File: config.mk
export PLATFORM = sky130hd
export DESIGN_NAME = terminal_key_sequence_decoder
export DESIGN_NICKNAME = d
export VERILOG_FILES = /design/src/sv/tksd_pkg.sv /design/src/sv/terminal_key_sequence_decoder.sv
export VERILOG_INCLUDE_DIRS = /design/src /design/src/sv
export SDC_FILE = /design/constraint.sdc
export NUM_CORES = 1
export LEC_CHECK = 0
export BUFFER_PORTS_ARGS = -buffer_cell sky130_fd_sc_hd__buf_2
export CORE_UTILIZATION = 30
export DETAILED_ROUTE_END_ITERATION = 8
export PLACE_DENSITY_LB_ADDON = 0.25
export SYNTH_ARGS = -nofsm -noshare
export SYNTH_HDL_FRONTEND = slang
export SYNTH_SLANG_ARGS = --single-unit
File: constraint.sdc
create_clock -name clk -period 7.9 [get_ports clk]
set_clock_uncertainty 0.05 [all_clocks]
set_input_delay 1.58 -clock clk [delete_from_list [all_inputs] [get_ports clk]]
set_output_delay 1.58 -clock clk [all_outputs]
set_load 0.02 [all_outputs]
File: src/sv/terminal_key_sequence_decoder_macros.svh
// ----------------------------------------------------------------------------
// Terminal key sequence decoder assertion macros
// Shared concurrent assertion forms for the decoder RTL
// ----------------------------------------------------------------------------
`ifndef TERMINAL_KEY_SEQUENCE_DECODER_MACROS_SVH
`define TERMINAL_KEY_SEQUENCE_DECODER_MACROS_SVH

// same-cycle implication, disabled during reset
`define TKSD_ASSERT_NOW(label, clk, rst_n, ante, cons, msg) \
  label: assert property (@(posedge clk) disable iff (!rst_n) (ante) |-> (cons)) \
    else $error(msg);

// next-cycle implication, disabled during reset
`define TKSD_ASSERT_NEXT(label, clk, rst_n, ante, cons, msg) \
  label: assert property (@(posedge clk) disable iff (!rst_n) (ante) |=> (cons)) \
    else $error(msg);

`endif

File: src/sv/tksd_pkg.sv
// ----------------------------------------------------------------------------
// Terminal key sequence decoder package
// Parser modes, key codes and character constants
// ----------------------------------------------------------------------------
package tksd_pkg;

  typedef enum logic [1:0] {
    MODE_IDLE = 2'd0,
    MODE_ESC  = 2'd1,
    MODE_SEQ  = 2'd2,
    MODE_UTF8 = 2'd3
  } mode_t;

  // request commands
  localparam logic [1:0] CMD_BYTE   = 2'd0;
  localparam logic [1:0] CMD_TICK   = 2'd1;
  localparam logic [1:0] CMD_RESIZE = 2'd2;
  localparam logic [1:0] CMD_END    = 2'd3;

  // key codes
  localparam logic [4:0] KC_PLAIN  = 5'd0;
  localparam logic [4:0] KC_ESC    = 5'd1;
  localparam logic [4:0] KC_UP     = 5'd2;
  localparam logic [4:0] KC_DOWN   = 5'd3;
  localparam logic [4:0] KC_RIGHT  = 5'd4;
  localparam logic [4:0] KC_LEFT   = 5'd5;
  localparam logic [4:0] KC_HOME   = 5'd6;
  localparam logic [4:0] KC_END    = 5'd7;
  localparam logic [4:0] KC_ENTER  = 5'd8;
  localparam logic [4:0] KC_F1     = 5'd9;
  localparam logic [4:0] KC_F2     = 5'd10;
  localparam logic [4:0] KC_F3     = 5'd11;
  localparam logic [4:0] KC_F4     = 5'd12;
  localparam logic [4:0] KC_SUP    = 5'd13;
  localparam logic [4:0] KC_SDOWN  = 5'd14;
  localparam logic [4:0] KC_DEL    = 5'd15;
  localparam logic [4:0] KC_PGUP   = 5'd16;
  localparam logic [4:0] KC_PGDN   = 5'd17;
  localparam logic [4:0] KC_BKSP   = 5'd18;
  localparam logic [4:0] KC_UTF8   = 5'd19;
  localparam logic [4:0] KC_RESIZE = 5'd20;
  localparam logic [4:0] KC_ERROR  = 5'd21;

  // characters
  localparam logic [7:0] CH_ESC     = 8'h1B;
  localparam logic [7:0] CH_DEL     = 8'd127;
  localparam logic [7:0] UTF8_LEAD2 = 8'hC0;
  localparam logic [7:0] UTF8_LEAD3 = 8'hE0;
  localparam logic [7:0] UTF8_LEAD4 = 8'hF0;
  localparam logic [7:0] CH_LBRACK  = 8'h5B;
  localparam logic [7:0] CH_SS3     = 8'h4F;
  localparam logic [7:0] CH_TILDE   = 8'h7E;
  localparam logic [7:0] CH_SEMI    = 8'h3B;
  localparam logic [7:0] CH_ZERO    = 8'h30;
  localparam logic [7:0] CH_ONE     = 8'h31;
  localparam logic [7:0] CH_TWO     = 8'h32;
  localparam logic [7:0] CH_NINE    = 8'h39;

  localparam logic [15:0] DELAY_RESET = 16'd25;

  function automatic logic [4:0] cursor_letter(input logic [7:0] c);
    logic [4:0] k;
    begin
      case (c)
        8'h41:   k = KC_UP;
        8'h42:   k = KC_DOWN;
        8'h43:   k = KC_RIGHT;
        8'h44:   k = KC_LEFT;
        8'h48:   k = KC_HOME;
        8'h46:   k = KC_END;
        default: k = KC_ERROR;
      endcase
      return k;
    end
  endfunction

  function automatic logic ends_seq(input logic [7:0] c);
    return (c >= 8'h41 && c <= 8'h5A) || (c >= 8'h61 && c <= 8'h7A) || (c == CH_TILDE);
  endfunction

  function automatic logic [4:0] tilde_key(input logic [7:0] t);
    logic [4:0] k;
    begin
      case (t)
        8'd1:    k = KC_HOME;
        8'd3:    k = KC_DEL;
        8'd4:    k = KC_END;
        8'd5:    k = KC_PGUP;
        8'd6:    k = KC_PGDN;
        8'd11:   k = KC_F1;
        8'd12:   k = KC_F2;
        8'd13:   k = KC_F3;
        8'd14:   k = KC_F4;
        default: k = KC_ERROR;
      endcase
      return k;
    end
  endfunction

endpackage

File: src/sv/terminal_key_sequence_decoder.sv
// ----------------------------------------------------------------------------
// Terminal key sequence decoder
// Turns terminal bytes, ticks, resize and end notices into key events
// ----------------------------------------------------------------------------
// One request is taken every clock cycle while the result register is empty
// or being drained; a request that yields a key shows it on the out channel
// in the cycle after acceptance. Throughput is set by the single result
// register: a stalled out_ready holds in_ready low only once a key waits
// there. The escape buffer, tilde number, silence counter and UTF-8 group
// are updated in the same cycle the request is accepted.
`include "terminal_key_sequence_decoder_macros.svh"

module terminal_key_sequence_decoder import tksd_pkg::*; #(
  parameter int SEQ_MAX = 15
) (
  input  logic        clk,
  input  logic        rst_n,
  input  logic        cfg_valid,
  output logic        cfg_ready,
  input  logic [15:0] cfg_data,
  input  logic        in_valid,
  output logic        in_ready,
  input  logic [1:0]  in_command,
  input  logic [7:0]  in_data_byte,
  output logic        out_valid,
  input  logic        out_ready,
  output logic [4:0]  out_key_code,
  output logic [7:0]  out_plain_byte,
  output logic [7:0]  out_utf8_byte0,
  output logic [7:0]  out_utf8_byte1,
  output logic [7:0]  out_utf8_byte2,
  output logic [7:0]  out_utf8_byte3,
  output logic [2:0]  out_utf8_count
);

  localparam int LEN_W = $clog2(SEQ_MAX + 1);
  localparam logic [LEN_W-1:0] LEN_MAX = LEN_W'(SEQ_MAX);

  mode_t            mode_r, mode_nxt;
  logic [15:0]      delay_r;
  logic [LEN_W-1:0] len_r, len_nxt;
  logic [4:0][7:0]  head_r, head_nxt;
  logic [7:0]       last_r, last_nxt;
  logic [7:0]       tilde_r, tilde_nxt;
  logic [15:0]      sil_r, sil_nxt;
  logic [3:0][7:0]  utf_r, utf_nxt;
  logic [2:0]       gath_r, gath_nxt;
  logic [2:0]       exp_r, exp_nxt;

  logic             seq_close, utf_emit;
  logic             in_acc, is_byte, is_tick, is_digit;
  logic [11:0]      tilde_calc;
  logic [7:0]       tilde_sat;

  logic             res_valid;
  logic [4:0]       res_key;
  logic [7:0]       res_plain;
  logic [3:0][7:0]  res_utf;
  logic [2:0]       res_cnt;

  logic             out_valid_r;
  logic [4:0]       key_r;
  logic [7:0]       plain_r;
  logic [3:0][7:0]  outb_r;
  logic [2:0]       cnt_r;

  function automatic logic [4:0] decode_seq(
    input logic [LEN_W-1:0] n,
    input logic [4:0][7:0]  hd,
    input logic [7:0]       lastb,
    input logic [7:0]       tnum
  );
    logic [4:0] k;
    logic [4:0] kc;
    logic [4:0] kt;
    begin
      k  = KC_ESC;
      kc = cursor_letter(hd[1]);
      kt = tilde_key(tnum);
      if (n >= LEN_W'(2) && hd[0] == CH_SS3) begin
        if (kc != KC_ERROR) k = kc;
        else begin
          case (hd[1])
            8'h4D:   k = KC_ENTER;
            8'h50:   k = KC_F1;
            8'h51:   k = KC_F2;
            8'h52:   k = KC_F3;
            8'h53:   k = KC_F4;
            default: k = KC_ESC;
          endcase
        end
      end else if (n >= LEN_W'(2) && hd[0] == CH_LBRACK) begin
        if (n == LEN_W'(2) && kc != KC_ERROR) k = kc;
        else if (n == LEN_W'(2) && hd[1] == 8'h61) k = KC_SUP;
        else if (n == LEN_W'(2) && hd[1] == 8'h62) k = KC_SDOWN;
        else if (lastb == CH_TILDE && kt != KC_ERROR) k = kt;
        else if (n >= LEN_W'(5) && hd[1] == CH_ONE && hd[2] == CH_SEMI &&
                 hd[3] == CH_TWO && hd[4] == 8'h41) k = KC_SUP;
        else if (n >= LEN_W'(5) && hd[1] == CH_ONE && hd[2] == CH_SEMI &&
                 hd[3] == CH_TWO && hd[4] == 8'h42) k = KC_SDOWN;
      end
      return k;
    end
  endfunction

  assign cfg_ready = 1'b1;
  assign in_ready  = !out_valid_r || out_ready;
  assign in_acc    = in_valid && in_ready;
  assign is_byte   = (in_command == CMD_BYTE);
  assign is_tick   = (in_command == CMD_TICK);
  assign is_digit  = (in_data_byte >= CH_ZERO) && (in_data_byte <= CH_NINE);

  // decimal accumulate: tilde * 10 + digit, clamped to 255
  assign tilde_calc = ({4'd0, tilde_r} << 3) + ({4'd0, tilde_r} << 1) +
                      {4'd0, in_data_byte - CH_ZERO};
  assign tilde_sat  = (tilde_calc > 12'd255) ? 8'd255 : tilde_calc[7:0];

  // state datapath
  always_comb begin
    len_nxt   = len_r;
    head_nxt  = head_r;
    last_nxt  = last_r;
    tilde_nxt = tilde_r;
    sil_nxt   = sil_r;
    utf_nxt   = utf_r;
    gath_nxt  = gath_r;
    exp_nxt   = exp_r;
    seq_close = 1'b0;
    utf_emit  = 1'b0;
    unique case (mode_r)
      MODE_IDLE: begin
        if (is_byte && in_data_byte == CH_ESC) begin
          len_nxt   = '0;
          tilde_nxt = '0;
          sil_nxt   = '0;
        end else if (is_byte && in_data_byte >= UTF8_LEAD2) begin
          exp_nxt    = (in_data_byte >= UTF8_LEAD4) ? 3'd4 :
                       (in_data_byte >= UTF8_LEAD3) ? 3'd3 : 3'd2;
          utf_nxt[0] = in_data_byte;
          gath_nxt   = 3'd1;
        end
      end
      MODE_UTF8: begin
        if (is_byte) begin
          // gathered count stays 1..3 while a group is open
          utf_nxt[gath_r[1:0]] = in_data_byte;
          gath_nxt = gath_r + 3'd1;
          utf_emit = !((gath_nxt < exp_r) && (gath_nxt < 3'd4));
        end else if (!is_tick) begin
          utf_emit = 1'b1;
        end
      end
      MODE_ESC, MODE_SEQ: begin
        if (is_tick) begin
          sil_nxt   = (sil_r == 16'hFFFF) ? sil_r : sil_r + 16'd1;
          seq_close = (sil_nxt >= delay_r);
        end else if (is_byte) begin
          sil_nxt = '0;
          if (len_r < LEN_MAX) begin
            for (int k = 0; k < 5; k++) begin
              if (len_r == LEN_W'(k)) head_nxt[k] = in_data_byte;
            end
            last_nxt = in_data_byte;
            len_nxt  = len_r + LEN_W'(1);
          end
          if (is_digit && len_nxt > LEN_W'(1)) tilde_nxt = tilde_sat;
          if (mode_r == MODE_ESC) begin
            seq_close = !(in_data_byte == CH_LBRACK || in_data_byte == CH_SS3);
          end else begin
            seq_close = ends_seq(in_data_byte) || (len_nxt >= LEN_MAX);
          end
        end else begin
          seq_close = 1'b1;
        end
      end
      default: ;
    endcase
  end

  // next parse mode
  always_comb begin
    mode_nxt = mode_r;
    unique case (mode_r)
      MODE_IDLE: begin
        if (is_byte && in_data_byte == CH_ESC) mode_nxt = MODE_ESC;
        else if (is_byte && in_data_byte >= UTF8_LEAD2) mode_nxt = MODE_UTF8;
      end
      MODE_UTF8: if (utf_emit) mode_nxt = MODE_IDLE;
      MODE_ESC: begin
        if (seq_close) mode_nxt = MODE_IDLE;
        else if (is_byte) mode_nxt = MODE_SEQ;
      end
      MODE_SEQ: if (seq_close) mode_nxt = MODE_IDLE;
      default: mode_nxt = MODE_IDLE;
    endcase
  end

  // key result
  always_comb begin
    res_valid = 1'b0;
    res_key   = KC_PLAIN;
    res_plain = '0;
    res_utf   = '0;
    res_cnt   = '0;
    unique case (mode_r)
      MODE_IDLE: begin
        if (in_command == CMD_RESIZE) begin
          res_valid = 1'b1;
          res_key   = KC_RESIZE;
        end else if (in_command == CMD_END) begin
          res_valid = 1'b1;
          res_key   = KC_ERROR;
        end else if (is_byte && in_data_byte == CH_DEL) begin
          res_valid = 1'b1;
          res_key   = KC_BKSP;
        end else if (is_byte && in_data_byte != CH_ESC && in_data_byte < UTF8_LEAD2) begin
          res_valid = 1'b1;
          res_plain = in_data_byte;
        end
      end
      MODE_UTF8: begin
        if (utf_emit) begin
          res_valid = 1'b1;
          res_key   = KC_UTF8;
          res_cnt   = gath_nxt;
          for (int i = 0; i < 4; i++) begin
            if (gath_nxt > 3'(i)) res_utf[i] = utf_nxt[i];
          end
        end
      end
      MODE_ESC, MODE_SEQ: begin
        if (seq_close) begin
          res_valid = 1'b1;
          res_key   = decode_seq(len_nxt, head_nxt, last_nxt, tilde_nxt);
        end
      end
      default: ;
    endcase
  end

  always_ff @(posedge clk) begin
    if (!rst_n) begin
      mode_r      <= MODE_IDLE;
      delay_r     <= DELAY_RESET;
      len_r       <= '0;
      tilde_r     <= '0;
      sil_r       <= '0;
      gath_r      <= '0;
      exp_r       <= '0;
      out_valid_r <= 1'b0;
    end else begin
      if (cfg_valid && cfg_ready) delay_r <= cfg_data;
      if (in_acc) begin
        mode_r  <= mode_nxt;
        len_r   <= len_nxt;
        tilde_r <= tilde_nxt;
        sil_r   <= sil_nxt;
        gath_r  <= gath_nxt;
        exp_r   <= exp_nxt;
      end
      if (in_acc && res_valid) out_valid_r <= 1'b1;
      else if (out_ready) out_valid_r <= 1'b0;
    end
  end

  always_ff @(posedge clk) begin
    if (in_acc) begin
      head_r <= head_nxt;
      last_r <= last_nxt;
      utf_r  <= utf_nxt;
    end
    if (in_acc && res_valid) begin
      key_r   <= res_key;
      plain_r <= res_plain;
      outb_r  <= res_utf;
      cnt_r   <= res_cnt;
    end
  end

  assign out_valid      = out_valid_r;
  assign out_key_code   = key_r;
  assign out_plain_byte = plain_r;
  assign out_utf8_byte0 = outb_r[0];
  assign out_utf8_byte1 = outb_r[1];
  assign out_utf8_byte2 = outb_r[2];
  assign out_utf8_byte3 = outb_r[3];
  assign out_utf8_count = cnt_r;

  `TKSD_ASSERT_NOW(a_seq_len, clk, rst_n, mode_r == MODE_SEQ,
    len_r >= LEN_W'(1) && len_r < LEN_MAX, "sequence length out of range")
  `TKSD_ASSERT_NOW(a_utf_gath, clk, rst_n, mode_r == MODE_UTF8,
    gath_r >= 3'd1 && gath_r < exp_r, "utf8 gathered count out of range")
  `TKSD_ASSERT_NOW(a_utf_cnt, clk, rst_n, out_valid_r && key_r == KC_UTF8,
    cnt_r >= 3'd1 && cnt_r <= 3'd4, "utf8 key with bad count")
  `TKSD_ASSERT_NOW(a_non_utf, clk, rst_n, out_valid_r && key_r != KC_UTF8,
    cnt_r == 3'd0 && outb_r == '0, "utf8 fields set on non-utf8 key")
  `TKSD_ASSERT_NEXT(a_esc_enter, clk, rst_n,
    in_acc && mode_r == MODE_IDLE && is_byte && in_data_byte == CH_ESC,
    mode_r == MODE_ESC && !out_valid_r, "escape did not open a sequence")

endmodule

# Word-level counts from Yosys, hierarchy flattened
# Memory sizes are Yosys's and may differ from the RTL's.
# Cells that the tools add are included.
# W data, S select, Z words.
[classes] n_addsub=6 n_lt_le_gt_ge=25 eq_ne=47 mux=91 bitwise_logic=3 reduce_logical=48
[op_table] operator="$eq A8 B7 Y1 const B" n=22
[op_table] operator="$mux W40" n=4
[op_table] operator="$mux W8" n=17
[op_table] operator="$mux W5" n=17
[op_table] operator="$mux W16" n=4
[op_table] operator="$mux W4" n=9
[op_table] operator="$bwmux W32" n=1
[op_table] operator="$mux W32" n=1
[op_table] operator="$pmux W16 S2" n=1
[op_table] operator="$pmux W8 S2" n=2
[op_table] operator="$pmux W5 S6" n=1
[op_table] operator="$eq A8 B6 Y1 const B" n=3
[op_table] operator="$ge A8 B8 Y1 const B" n=3
[op_table] operator="$logic_and A1 B1 Y1" n=24
[op_table] operator="$mux W24" n=1
[op_table] operator="$pmux W4 S5" n=1
[op_table] operator="$add A16 B1 Y16 const B" n=1
[op_table] operator="$demux W8 S2" n=1
[op_table] operator="$eq A16 B16 Y1 const B" n=1
[op_table] operator="$ge A16 B16 Y1" n=1
[op_table] operator="$ge A8 B7 Y1 const B" n=2
[op_table] operator="$le A8 B7 Y1 const B" n=2
[op_table] operator="$mux W1" n=16
[op_table] operator="$pmux W5 S3" n=1
[op_table] operator="48 further kinds" n=84
[word_totals] reg_bits=181 rom_bits=80 inputBits=31 output_inout_bits=51 wordCells=246 mem_count=1
[mem_list] memory="(no name shown)" depth=16 width=5 rd=1 rd_ports_with_merged_regs=0 wr=0 line="tksd_pkg.sv:84" rtl="case (t)"

# Longest topological paths before layout
[logic_depth] word_depth=25 mapped_depth=22 ltp_nobuf=19

# Least setup slack after synthesis
# OpenSTA, ideal clock, no wires.
[synth_timing] kind="register -> register" start="register sil_r[3]" end="register key_r[0], in the netlist out_key_code[0], enable pin" setup_time_ps=529 arrival_time_ps=7044 path_slack_ps=277 path_stages_with_launch=16 path_buffers=1 path_cell_list="dfxtp_1 > clkbuf_1 > and4_1 > and4_1 > nand4_1 > nor2_1 > nand3_1 > and4_1 > and3_1 > xor2_1 > ha_1 > o2111a_1 > o311ai_0 > a311oi_1 > nor2_1 > a211oi_1"
[synth_between] elab_chain_len=8 elab_cells_between_ends=9 cone_classes="add/sub: 1; order compare: 1; eq/ne: 1; mux: 5; reduce/logical: 1"
[synth_lines] item="from (decl)" line="terminal_key_sequence_decoder.sv:45" rtl="logic [15:0] sil_r, sil_nxt;"
[synth_lines] item="from (signal assigned)" line="terminal_key_sequence_decoder.sv:257" rtl="sil_r <= sil_nxt;"
[synth_lines] item="$add A16 B1 Y16 / $eq A16 B16 Y1 (equally long branches)" line="terminal_key_sequence_decoder.sv:155" rtl="sil_nxt = (sil_r == 16'hFFFF) ? sil_r : sil_r + 16'd1;"
[synth_lines] item="$mux W16 (*)" line="terminal_key_sequence_decoder.sv:155"
[synth_lines] item="$ge A16 B16 Y1 (*)" line="terminal_key_sequence_decoder.sv:156" rtl="seq_close = (sil_nxt >= delay_r);"
[synth_lines] item="$mux W1 (*)" line="terminal_key_sequence_decoder.sv:154" rtl="if (is_tick) begin"
[synth_lines] item="$mux W1 (*)" line="terminal_key_sequence_decoder.sv:130" rtl="unique case (mode_r)"
[synth_lines] item="$mux W1 (*)" line="terminal_key_sequence_decoder.sv:232" rtl="if (seq_close) begin"
[synth_lines] item="$pmux W1 S3 (*)" line="terminal_key_sequence_decoder.sv:205" rtl="unique case (mode_r)"
[synth_lines] item="$logic_and A1 B1 Y1 (*)" line="terminal_key_sequence_decoder.sv:272" rtl="if (in_acc && res_valid) begin"
[synth_lines] item="to (signal assigned)" line="terminal_key_sequence_decoder.sv:273" rtl="key_r <= res_key;"
[synth_lines] item="to (decl)" line="terminal_key_sequence_decoder.sv:62" rtl="logic [4:0] key_r;"
# Mark *: on every way between the ends. The rest lies on a longest branch, timed or not.
# A chain may end at the register's enable or synchronous reset.

# Final worst setup path
[layout_timing] start="input port in_data_byte[5]" end="register key_r[0], in the netlist out_key_code[0], data pin"
[layout_between] elab_chain_len=22 elab_cells_between_ends=105 cone_classes="add/sub: 2; order compare: 9; eq/ne: 28; mux: 43; reduce/logical: 22; memory: 1"
[layout_lines] item="from (decl)" line="terminal_key_sequence_decoder.sv:24" rtl="input logic [7:0] in_data_byte,"
[layout_lines] item="$sub A8 B6 Y8" line="terminal_key_sequence_decoder.sv:115" rtl="{4'd0, in_data_byte - CH_ZERO};"
[layout_lines] item="$add A12 B8 Y12" line="terminal_key_sequence_decoder.sv:114" rtl="assign tilde_calc = ({4'd0, tilde_r} << 3) + ({4'd0, tilde_r} << 1) +"
[layout_lines] item="$gt A12 B8 Y1" line="terminal_key_sequence_decoder.sv:116" rtl="assign tilde_sat = (tilde_calc > 12'd255) ? 8'd255 : tilde_calc[7:0];"
[layout_lines] item="$mux W8" line="terminal_key_sequence_decoder.sv:116"
[layout_lines] item="$mux W8" line="terminal_key_sequence_decoder.sv:166" rtl="if (is_digit && len_nxt > LEN_W'(1)) tilde_nxt = tilde_sat;"
[layout_lines] item="$mux W8" line="terminal_key_sequence_decoder.sv:157" rtl="end else if (is_byte) begin"
[layout_lines] item="$mux W8" line="terminal_key_sequence_decoder.sv:154"
[layout_lines] item="$pmux W8 S2 (*)" line="terminal_key_sequence_decoder.sv:130"
[layout_lines] item="named net tilde_nxt[1]" line="terminal_key_sequence_decoder.sv:44" rtl="logic [7:0] tilde_r, tilde_nxt;"
[layout_lines] item="(+7 left out)"
[layout_lines] item="$mux W5 (*)" line="terminal_key_sequence_decoder.sv:95" rtl="else if (n == LEN_W'(2) && hd[1] == 8'h62) k = KC_SDOWN;"
[layout_lines] item="$mux W5 (*)" line="terminal_key_sequence_decoder.sv:94" rtl="else if (n == LEN_W'(2) && hd[1] == 8'h61) k = KC_SUP;"
[layout_lines] item="$mux W5 (*)" line="terminal_key_sequence_decoder.sv:93" rtl="if (n == LEN_W'(2) && kc != KC_ERROR) k = kc;"
[layout_lines] item="$mux W5 (*)" line="terminal_key_sequence_decoder.sv:92" rtl="end else if (n >= LEN_W'(2) && hd[0] == CH_LBRACK) begin"
[layout_lines] item="$mux W5 (*)" line="terminal_key_sequence_decoder.sv:80" rtl="if (n >= LEN_W'(2) && hd[0] == CH_SS3) begin"
[layout_lines] item="$mux W5 (*)" line="terminal_key_sequence_decoder.sv:232"
[layout_lines] item="$pmux W5 S3 (*)" line="terminal_key_sequence_decoder.sv:205"
[layout_lines] item="named net res_key[0]" line="terminal_key_sequence_decoder.sv:56" rtl="logic [4:0] res_key;"
# Mark *: on every way through the listed nets, which the timed path passes. The rest lies on a longest branch. The select of a mux whose other input is x is not followed.

==> results.py <==
metrics = {
    "floorplanning": {
        "die_h_um": 191.3,
        "dieArea_mm2": 0.03661,
        "fp.dieW_um": 191.3,
        "initial_core_util_pct": 30.83,
        "rows": 68,
        "pin_count": 82,
        "core_mm2": 0.03488,
    },
    "routing": {
        "routed_via_density": 5.215,
        "drt-total-wl_um": 28690,
        "drc": 0,
        "drt-initial-drc-count": 633,
        "wl_per_cell_um": 18.28,
        "vias": 8183,
        "drt_pass1_iterations": 5,
        "ant_nets": 0,
    },
    "worst_setup_path": {
        "critical_path_class": "primary input to register",
        "startpoint_type": "primary input",
        "crit_path_max_fanout": 15,
        "crit_path_end_kind": "register",
        "critPathRequiredTime_ns": 8.04,
        "cp.arrival_ns": 6.48,
    },
    "place": {
        "finalWeightedCongestion": 0.8984,
        "post_dp_cell_area_mm2": 0.01153,
        "dp_hpwl_um": 19930,
        "port_buffers": 80,
    },
    "global_routing": {
        "track_usage_pct": 15.95,
        "grt_max_degree": 69,
        "grt.overflow.total": 0,
        "antenna_found_initial": 0,
        "grt_pass1_wl_um": 44620,
        "grt_pass1_vias": 7759,
    },
    "power": {
        "ir_drop_mv": 0.1527,
        "powerDensity_mw_per_mm2": 207.4,
        "total_power_w": 0.002518,
        "leakage_nw": 4.573,
    },
    "cells_and_area": {
        "syn_to_final_growth_pct": 12.88,
        "final_area_mm2": 0.01214,
        "seq_area_mm2": 0.004905,
        "multi_input_area_mm2": 0.005366,
        "final_util_pct": 34.80,
        "final_nets": 1188,
        "fill_cells": 3548,
        "drive_above_1_share_pct": 17.50,
        "n_antenna_cell": 0,
    },
    "yosys": {
        "synth.avg_cell_area_um2": 10.20,
        "ys_ff_latch": 181,
        "synthesis.nets": 1141,
        "synth-seq-area-share_pct": 45.61,
        "synth_top_cell_by_area": "edfxtp_1",
        "syn_area_mm2": 0.01075,
        "yosysMostFrequentCell": "edfxtp_1",
        "synth-edff-count": 128,
        "syn_inst": 1054,
        "synth.area.top_cells": "edfxtp_1 36%, dfxtp_1 9.9%, ha_1 5.8%",
        "async_flop_share_pct": 0,
        "yosysWarnings": 0,
        "synth_cell_types": 88,
        "yosys-top-cells-count": "128 x edfxtp_1, 99 x nor2_1, 86 x nand2_1",
        "synthFlopType": "edfxtp_1",
        "synth_top_area_share_pct": 35.74,
    },
    "timing": {
        "setup_viol": 0,
        "rsz0062_at_grt": "false",
        "tightest_slew_ns": 1.064,
        "hold_viol_final": 0,
        "slew_headroom_pct": 28.30,
        "maxSlewViolCount": 0,
        "holdWs_ns": 0.4442,
        "timing.final.crit_share_pct": 80.29,
        "period_needed_ns": 6.343,
        "finalSetupTns_ns": 0,
        "fmax_ghz": 0.1577,
    },
    "cts": {
        "worstSkewPairLatency_ns": 0.45,
        "cts_setup_buffers": 0,
        "htreeDepth": 4,
        "cts.sinks": 181,
        "ctsResizeCount": 0,
        "root_buffer": "clkbuf_16",
        "cts.path.max_buffers": 2,
        "tritoncts": "built",
        "postCtsHoldBufs": 0,
        "path_clk_slew_ns": 0.09,
        "cts_buffers": 17,
    },
    "outcome": {
        "status": "completed",
    },
    "hold_path": {
        "hold_path.class": "register to register",
    },
    "run": {
        "cap_violations": 0,
    },
}
area by class of cell:
class | instances | area share, %
sequential | 181 | 40.40
inverter | 60 | 1.866
timing repair buffer | 88 | 3.793
tap | 455 | 4.690
multi-input combinational | 753 | 44.21
clock inverter | 15 | 1.536
clock buffer | 17 | 3.504
cell usage in the layout (no fill, tap or decap), types with 14 or more instances in the layout:
| cell type | instances |
|---|---|
| nand3_1 | 19 |
| and2_1 | 24 |
| a211oi_1 | 15 |
| edfxtp_1 | 128 |
| mux2i_1 | 28 |
| nand4_1 | 17 |
| clkbuf_16 | 17 |
| o21ai_0 | 41 |
| nor3_1 | 23 |
| buf_2 | 80 |
| inv_1 | 56 |
| a21oi_1 | 42 |
| mux2_2 | 54 |
| a22oi_1 | 15 |
| nor2_1 | 99 |
| nand2_1 | 86 |
| dfxtp_1 | 53 |
| nor2b_1 | 17 |
| o31a_1 | 14 |
| ha_1 | 50 |
through the flow:
step                worst slack (ns)  instances
floorplan                     0.2769       1054
global placement               1.277       1537
detailed placement             1.167       1537
CTS                            1.628       1569
global route                   1.171       1569
finish                         1.557       1569
kinds of logic (layout without fill, tap and decap cells):
group                    after synthesis  after routing  share of synthesized area (%)
adder cells (fa/ha/maj)               56             56                          6.934
AO/OA/AOI/OAI                        240            240                          16.23
AND/OR/NAND/NOR                      354            354                          16.70
flip-flops                           181            181                          45.61
buffers and inverters                120            180                          4.607
other                                  1              1                        0.03487
XOR/XNOR                              20             20                          1.629
multiplexers                          82             82                          8.261
critical path: stages:
cell	delay [ns]
buf_2	0.33
ha_1	0.38
xnor2_1	0.17
fa_1	0.44
ha_1	0.36
a21o_1	0.21
a21oi_1	0.17
and3_1	0.19
o21ai_1	0.21
o31ai_1	0.46
and2_1	0.29
inv_1	0.07
ha_1	0.22
o32ai_1	0.34
o32ai_2	0.18
o41ai_4	0.46
and4_1	0.27
o221ai_1	0.12
power breakdown:
group	internal [W]	total (W)	switching [W]
registers	0.00112	0.00115	0.0000328
logic	0.000157	0.000482	0.000325
clock network	0.000436	0.000888	0.000452
total	0.00171	0.00252	0.000809
registers in the layout (all words and copies together) (netlist names), 2 cells and up:
register and flops:
gath_r 3, exp_r 3, utf_r 32, out_utf8_count 3, len_r 4, head_r 40, out_plain_byte 8, mode_r 2
out_utf8_byte0 8, out_utf8_byte1 8, sil_r 16, out_utf8_byte2 8, last_r 8, delay_r 16, tilde_r 8, out_key_code 5
out_utf8_byte3 8
per-layer routing:
| layer | vias up | part of all wire (%) | wire length (um) | global-route usage, % |
|---|---|---|---|---|
| met2 | 215 | 45 | 12960 | 24.74 |
| met3 | 28 | 4.9 | 1414 | 2.791 |
| li1 | 3981 | - | - | - |
| met4 | 0 | 1.5 | 424 | 4.518 |
| met1 | 3959 | 48 | 13890 | 22.57 |
| met5 | - | 0 | 0 | 0 |
path summary, 6_finish.rpt:
path	startpoint	endpoint	slack, ns	cells past startpoint
setup / recovery	in_data_byte[5]	out_key_code[0]	1.56	18
setup reg to reg	tilde_r[2]	out_key_code[0]	2.80	17
hold reg to reg	delay_r[3]	delay_r[3]	0.44	2
hold / removal	delay_r[3]	delay_r[3]	0.44	2
No activity file was read; power rests on OpenSTA's default activity.
